<file path="src/rtl/core/residue_set_pattern_parser_assert.svh">
// assertion macros for the residue set pattern parser
// included by rtl/core/residue_set_pattern_parser.sv, no other dependencies
`ifndef RESIDUE_SET_PATTERN_PARSER_ASSERT_SVH
`define RESIDUE_SET_PATTERN_PARSER_ASSERT_SVH

// clocked assertion, off while reset is high
`define RSPAT_ASSERT(label, clk, rst, prop, msg) \
   label: assert property (@(posedge clk) disable iff (rst) prop) else $error(msg);

// clocked assertion that also holds during reset
`define RSPAT_ASSERT_ALWAYS(label, clk, prop, msg) \
   label: assert property (@(posedge clk) prop) else $error(msg);

`endif

</file>
<file path="src/rtl/core/rspat_pkg.sv">
// types, widths and residue lookup for the residue set pattern parser
// no dependencies; imported by rtl/core/residue_set_pattern_parser.sv
package rspat_pkg;

   localparam int unsigned CharWidth  = 8;
   localparam int unsigned MaskWidth  = 21;
   localparam int unsigned IndexWidth = 8;
   localparam int unsigned CountWidth = 9;
   localparam int unsigned CodeWidth  = 5;
   localparam int unsigned AlphabetSize = 20;

   // bits 0 up to the alphabet size, all set
   localparam logic [MaskWidth-1:0] UniversalMask =
      MaskWidth'((64'd1 << (AlphabetSize + 1)) - 64'd1);

   localparam logic [CountWidth-1:0] MaxSetsReset = 9'd256;

   typedef struct packed {
      logic [CharWidth-1:0] ch;
      logic                 last;
   } req_item_type;

   typedef struct packed {
      logic                  set_valid;
      logic [MaskWidth-1:0]  set_mask;
      logic [IndexWidth-1:0] set_index;
      logic                  syntax_error;
      logic [CountWidth-1:0] set_total;
   } rsp_item_type;

   // residue code 1..20 of a letter (either case), 0 when not a residue
   function automatic logic [CodeWidth-1:0] residue_code(input logic [CharWidth-1:0] c);
      logic [CharWidth-1:0] u;
      logic [CodeWidth-1:0] code;
      u = c;
      if (c >= "a" && c <= "z") begin
         u = c - 8'd32;
      end
      case (u)
         "C":     code = 5'd1;
         "G":     code = 5'd2;
         "A":     code = 5'd3;
         "S":     code = 5'd4;
         "T":     code = 5'd5;
         "N":     code = 5'd6;
         "D":     code = 5'd7;
         "E":     code = 5'd8;
         "Q":     code = 5'd9;
         "K":     code = 5'd10;
         "R":     code = 5'd11;
         "H":     code = 5'd12;
         "W":     code = 5'd13;
         "Y":     code = 5'd14;
         "F":     code = 5'd15;
         "V":     code = 5'd16;
         "I":     code = 5'd17;
         "L":     code = 5'd18;
         "M":     code = 5'd19;
         "P":     code = 5'd20;
         default: code = 5'd0;
      endcase
      return code;
   endfunction

endpackage

</file>
<file path="src/rtl/core/residue_set_pattern_parser.sv">
// residue set pattern parser top level: input register, parse logic, result register
// depends on rtl/core/rspat_pkg.sv and rtl/core/residue_set_pattern_parser_assert.svh
//
// Usage: pattern characters enter on req_valid/req_ready with req_item (ch, last).
// Every character gives exactly one result item on rsp_valid/rsp_ready (rsp_item):
// set_valid with the finished residue set, its index, the sticky syntax_error
// flag and the number of sets so far. An item marked last is reported, then
// the parser returns to its start state for the next pattern.
// An accepted item is held in the input register and then written to the
// result register, where rsp_valid rises with it. Throughput: one item per
// cycle while rsp_ready is high; the parse state is computed from the
// input register, so items follow back to back.
// When rsp_ready is low the result register holds; one more item waits in the
// input register, then req_ready drops until the result is taken.
// Reset (synchronous, active high) empties both registers, clears the parse
// state and sets the limit register to 256. csr_we writes the limit from
// csr_wdata; write it only while no item is in flight.
`include "residue_set_pattern_parser_assert.svh"

module residue_set_pattern_parser #(
   parameter int unsigned MAX_PATTERN = 256
) (
   input  logic                       clock,
   input  logic                       reset,
   input  logic                       req_valid,
   output logic                       req_ready,
   input  rspat_pkg::req_item_type    req_item,
   output logic                       rsp_valid,
   input  logic                       rsp_ready,
   output rspat_pkg::rsp_item_type    rsp_item,
   input  logic                       csr_we,
   input  logic [rspat_pkg::CountWidth-1:0] csr_wdata
);
   import rspat_pkg::*;

   // parse states
   localparam logic [2:0] StBegin  = 3'd0;
   localparam logic [2:0] StOpen   = 3'd1;
   localparam logic [2:0] StInside = 3'd2;
   localparam logic [2:0] StSingle = 3'd3;
   localparam logic [2:0] StClosed = 3'd4;
   localparam logic [2:0] StDot    = 3'd5;

   localparam logic [12:0] MaxPattern = 13'(MAX_PATTERN);

   logic                  in_valid_ff;
   req_item_type          in_item_ff;
   logic                  rsp_valid_ff;
   rsp_item_type          rsp_item_ff;
   logic [2:0]            state_ff, state_in;
   logic [MaskWidth-1:0]  partial_ff, partial_in;
   logic [CountWidth-1:0] count_ff, count_in;
   logic                  err_ff, err_in;
   logic [CountWidth-1:0] max_sets_ff;
   logic [CountWidth-1:0] limit;
   logic                  advance;
   rsp_item_type          result;

   // handshake: a new item enters whenever the input register empties or moves on
   assign advance   = in_valid_ff && (!rsp_valid_ff || rsp_ready);
   assign req_ready = !in_valid_ff || advance;
   assign rsp_valid = rsp_valid_ff;
   assign rsp_item  = rsp_item_ff;

   // effective set limit
   assign limit = (13'(max_sets_ff) < MaxPattern) ? max_sets_ff : MaxPattern[CountWidth-1:0];

   // parse one character
   always_comb begin
      logic [CodeWidth-1:0] code;
      logic [MaskWidth-1:0] bit_mask;
      logic [MaskWidth-1:0] emask;
      logic [2:0]           next;
      logic                 bad;
      logic                 emit;
      code     = residue_code(in_item_ff.ch);
      bit_mask = MaskWidth'(1) << code;
      emask    = '0;
      next     = state_ff;
      bad      = 1'b0;
      emit     = 1'b0;
      partial_in = partial_ff;
      state_in   = state_ff;
      count_in   = count_ff;
      err_in     = err_ff;
      result.set_valid = 1'b0;
      result.set_mask  = '0;
      result.set_index = '0;

      if (!err_ff) begin
         if (in_item_ff.ch == "{") begin
            if (state_ff == StBegin || state_ff == StClosed ||
                state_ff == StSingle || state_ff == StDot) begin
               partial_in = '0;
               next = StOpen;
            end else begin
               bad = 1'b1;
            end
         end else if (in_item_ff.ch == "}") begin
            if (state_ff == StInside) begin
               emit  = 1'b1;
               emask = partial_ff;
               next  = StClosed;
            end else begin
               bad = 1'b1;
            end
         end else if (in_item_ff.ch == ".") begin
            if (state_ff == StClosed || state_ff == StSingle || state_ff == StDot) begin
               emit  = 1'b1;
               emask = UniversalMask;
               next  = StDot;
            end else begin
               bad = 1'b1;
            end
         end else if (code == '0) begin
            bad = 1'b1;
         end else if (state_ff == StOpen) begin
            partial_in = bit_mask;
            next = StInside;
         end else if (state_ff == StInside) begin
            partial_in = partial_ff | bit_mask;
         end else begin
            emit  = 1'b1;
            emask = bit_mask;
            next  = StSingle;
         end

         // too many sets
         if (!bad && emit && count_ff >= limit) begin
            bad = 1'b1;
         end

         if (bad) begin
            err_in     = 1'b1;
            partial_in = partial_ff;
         end else begin
            state_in = next;
            if (emit) begin
               result.set_valid = 1'b1;
               result.set_mask  = emask;
               result.set_index = count_ff[IndexWidth-1:0];
               count_in = count_ff + 9'd1;
            end
         end
      end

      result.syntax_error = err_in;
      result.set_total    = count_in;

      // end of pattern: back to the start state after reporting
      if (in_item_ff.last) begin
         state_in   = StBegin;
         partial_in = '0;
         count_in   = '0;
         err_in     = 1'b0;
      end
   end

   // control registers
   always_ff @(posedge clock) begin
      if (reset) begin
         in_valid_ff  <= 1'b0;
         rsp_valid_ff <= 1'b0;
         state_ff     <= StBegin;
         partial_ff   <= '0;
         count_ff     <= '0;
         err_ff       <= 1'b0;
         max_sets_ff  <= MaxSetsReset;
      end else begin
         if (req_ready) begin
            in_valid_ff <= req_valid;
         end
         if (advance) begin
            rsp_valid_ff <= 1'b1;
            state_ff     <= state_in;
            partial_ff   <= partial_in;
            count_ff     <= count_in;
            err_ff       <= err_in;
         end else if (rsp_ready) begin
            rsp_valid_ff <= 1'b0;
         end
         if (csr_we) begin
            max_sets_ff <= csr_wdata;
         end
      end
   end

   // payload registers
   always_ff @(posedge clock) begin
      if (req_ready && req_valid) begin
         in_item_ff <= req_item;
      end
      if (advance) begin
         rsp_item_ff <= result;
      end
   end

   // checks on the result register
   `RSPAT_ASSERT(a_index_tracks_count, clock, reset,
      rsp_valid_ff && rsp_item_ff.set_valid |->
         rsp_item_ff.set_index == 8'(rsp_item_ff.set_total - 9'd1),
      "emitted set index does not match the set count")
   `RSPAT_ASSERT(a_set_without_error, clock, reset,
      rsp_valid_ff && rsp_item_ff.set_valid |-> !rsp_item_ff.syntax_error,
      "set emitted while the error flag is up")
   `RSPAT_ASSERT(a_idle_fields_zero, clock, reset,
      rsp_valid_ff && !rsp_item_ff.set_valid |->
         rsp_item_ff.set_mask == '0 && rsp_item_ff.set_index == '0,
      "mask or index nonzero without a set")
   `RSPAT_ASSERT(a_set_not_empty, clock, reset,
      rsp_valid_ff && rsp_item_ff.set_valid |-> rsp_item_ff.set_mask != '0,
      "emitted residue set is empty")

endmodule
</file>
<file path="config.mk">
export PLATFORM = sky130hd
export DESIGN_NAME = residue_set_pattern_parser
export DESIGN_NICKNAME = d
export VERILOG_FILES = /design/src/rtl/core/rspat_pkg.sv /design/src/rtl/core/residue_set_pattern_parser.sv
export VERILOG_INCLUDE_DIRS = /design/src /design/src/rtl/core
export SDC_FILE = /design/constraint.sdc
export NUM_CORES = 1
export LEC_CHECK = 0
export ABC_AREA = 1
export BUFFER_PORTS_ARGS = -buffer_cell sky130_fd_sc_hd__buf_2
export CORE_MARGIN = 8
export CORE_UTILIZATION = 58
export CTS_CLUSTER_DIAMETER = 100
export CTS_CLUSTER_SIZE = 20
export DETAILED_ROUTE_END_ITERATION = 12
export GPL_ROUTABILITY_DRIVEN = 1
export GPL_TIMING_DRIVEN = 0
export PLACE_DENSITY = 0.92
export SYNTH_ARGS = -nofsm -noshare
export SYNTH_HDL_FRONTEND = slang
export SYNTH_SLANG_ARGS = --single-unit
</file>
<file path="constraint.sdc">
create_clock -name clock -period 2.87 [get_ports clock]
set_input_delay 0 -clock clock [delete_from_list [all_inputs] [get_ports clock]]
set_output_delay 0 -clock clock [all_outputs]
set_load 0.01 [all_outputs]
</file>
==> flow_summary.yaml <==
status:
  status: "finished, violations left"
  violations: "setup timing"
pwr:
  clock_power_share: 0.322
  p_sw_w: 0.0008096
  combinationalPowerShare: 0.141
  p_total_w: 0.002748
  peakVddDrop_uv: 271.1
  p_per_area_nw_per_um2: 421.3
  p_sw_frac: 0.2947
  power.leakage_nw: 2.495
  p_int_w: 0.001938
  seqPwrFrac: 0.537
grt:
  grt_pass1_vias: 4442
  grt_overflow: 0
  antenna_found_initial: 0
  grt_pass1_wl_microns: 20710
  grt_max_degree: 41
  grtUsageTotal: 0.2195
clocking:
  worstSkewPairLatency_ns: 0.39
  htreeDepth: 3
  clkTransAtPathRegs_ns: 0.11
  cts_root_buffer: "clkbuf_8"
  clock_path_buffers: 2
  cts.sinks: 94
  cts_tree: "built"
  cts-buffers-inserted: 9
setup_path:
  crit_family: "simple AND/OR/NAND/NOR gates"
  path_cells: "nor2_2 -> nand2_2 -> nand3_2 -> nand2_1 -> nand3_2 -> nand2_4 -> buf_8 -> o211ai_1 -> nand2_1 -> nor2_4 -> nand4_4 -> nand3_4 -> nand3_4 -> inv_6 -> nand2_8 -> buf_12 -> a211oi_4"
  cp.depth: 17
  critPathMaxFanout: 9
  path_buf_inv: 3
  path_class: "register to register"
  cp.arrival_ns: 3.16
  required_ns: 3.09
  r2r_cells: 17
  cpPeakStageDelay_ns: 0.52
  start_kind: "register"
  endpoint_kind: "register"
  slowest_stage: "edfxtp_1"
job:
  drv_cap: 0
floorplan:
  initial_core_util: 0.5875
  fp.dieH_microns: 109.1
  die_w_microns: 109.1
  dieArea_sq_um: 11900
  rows: 34
  core_sq_um: 8551
  io_pins: 65
sta:
  hold_viol: 0
  min_period_ns: 2.942
  timing.final.ws_setup_ns: -0.07210
  finalSetupTns_ns: -0.3891
  min_period_over_period: 1.025
  slew_headroom: 0.4224
  worst_pin_slew_ns: 0.8664
  rsz0062_at_grt: "yes"
  final-setup-viol-count: 16
  skew_ns: 0.02378
  max_freq_mhz: 339.9
  finalMaxSlewViolations: 0
cells_and_area:
  final_util: 0.7628
  fillers: 519
  nets: 749
  layout_common_cells: "nand2_1 (104), a21oi_1 (62), buf_2 (62)"
  syn_to_final_growth_pct: 29.84
  drive_gt1_frac: 0.3250
  post-route-cell-area_sq_um: 6523
  final_common_cell: "nand2_1"
placement:
  dpl_cell_area_sq_um: 5469
  portBuffers: 62
  dp_hpwl_microns: 9269
  place_ws_ns: -0.1626
  place_congestion: 0.9197
logic_synthesis:
  syn_nets: 624
  synth_edf_count: 49
  synth_top_family_by_area: "simple AND/OR/NAND/NOR gates"
  ys.flop_type: "edfxtp_1"
  synth-adder-area-share: 0.02740
  synth_compound_area_frac: 0.1831
  synth_xor_xnor_area_share: 0
  synth_area_leaders: "edfxtp_1 (29%), dfxtp_1 (18%), nand2_1 (8.9%), a21oi_1 (6.9%), nor2_1 (4.7%)"
  yosysSeqAreaShare: 0.4722
  syn_area_per_cell_sq_um: 8.515
  synth_seq_cells: 94
  yosysTopAreaCell: "edfxtp_1"
  ys_types: 44
  syn_area_sq_um: 5024
  async_reset_ff_frac: 0
  yosys.area_share.simple: 0.2453
  yosysWarnings: 0
  synth.area.mux_share: 0
  synth_top_area_share: 0.2929
  netlist_instances: 590
hold_path:
  hp-class: "primary input to register"
  holdPathStages: 2
drt:
  firstDrtPassIters: 7
  drc: 0
  drtAntennaViolNets: 0
  totalWireLength_microns: 15500
  wire_per_inst_microns: 18.70
  num_vias: 5061
  drt-initial-drc-count: 633
  viasPerCell: 6.105
[power groups by stage]
stage	sequential (W)	combinational, W	clock [W]
after global placement	0.00150	0.000256	0
after detailed placement	0.00150	0.000268	0
after floorplan	0.00151	0.000172	0
final	0.00148	0.000387	0.000884
after global routing	0.00148	0.000413	0.000943
after CTS	0.00147	0.000300	0.000865
[flip-flops by register name, indices dropped and copies added (netlist names)]
signal       cells
max_sets_ff      9
count_ff         9
rsp_item        40
partial_ff      21
err_ff           1
rsp_valid        1
state_ff         3
in_valid_ff      1
in_item_ff       9
[synthesized netlist by cell type (7+ instances only)]
master      n
o21ai_0    23
ha_1       11
inv_1      50
nand2_2    19
clkbuf_1   14
nor3_1      8
dfxtp_1    45
nand2_1   119
a211oi_2   12
edfxtp_1   49
a21oi_1    69
nor2_1     63
a21oi_2    10
o211ai_1    7
nand3_1    24
[final cells by class]
| class | count | area (sq um) | share of cell area |
|---|---|---|---|
| antenna | 1 | 2.502 | 0.0003837 |
| buffer | 22 | 167.7 | 0.02570 |
| clock buffer | 9 | 123.9 | 0.01899 |
| clock inverter | 7 | 67.56 | 0.01036 |
| inverter | 61 | 249.0 | 0.03817 |
| multi-input combinational | 413 | 2544 | 0.3900 |
| sequential | 94 | 2372 | 0.3637 |
| tap | 108 | 135.1 | 0.02072 |
| timing repair buffer | 114 | 860.8 | 0.1320 |
[logic make-up (layout without fill, tap and decap cells)]
kind of cell	after synthesis	in the layout
buf+inv	83	213
fa+ha+maj	11	11
simple gates	261	261
flops	94	94
compound gates	141	141
other cells	0	1
[per-layer routing]
metal	global-route usage	routed length, microns	share of wire	vias to the layer above
li1	-	-	-	2260
met1	0.2805	5805	0.37	2337
met2	0.3531	7493	0.48	392
met3	0.05142	1694	0.11	72
met4	0.08309	508	0.033	0
met5	0	0	0	-
[stage by stage]
stage / hold slack, ns / instances
final: 0.01048 / 829
after global placement: 0.1784 / 760
after global routing: 0.08481 / 828
after floorplan: 0.09887 / 590
after detailed placement: 0.1792 / 760
after CTS: 0.01874 / 801
[path summary, 6_finish.rpt]
kind / startpoint / to / slack, ns
hold reg to reg: max_sets_ff[0] / max_sets_ff[0] / 0.47
hold / removal: csr_we / max_sets_ff[8] / 0.01
setup reg to reg: in_item_ff[4] / rsp_item[28] / -0.07
setup / recovery: in_item_ff[4] / rsp_item[28] / -0.07
[what timing repair did]
item	4_1_cts	5_1_grt
setup buffers	4	23
pin swaps	0	25
endpoints found under the setup margin	41	69
gates cloned	0	5
gates resized for setup	7	79
hold buffers	21	0
endpoints found under the hold margin	20	0
Note: power is estimated with default switching activity, not from simulation.
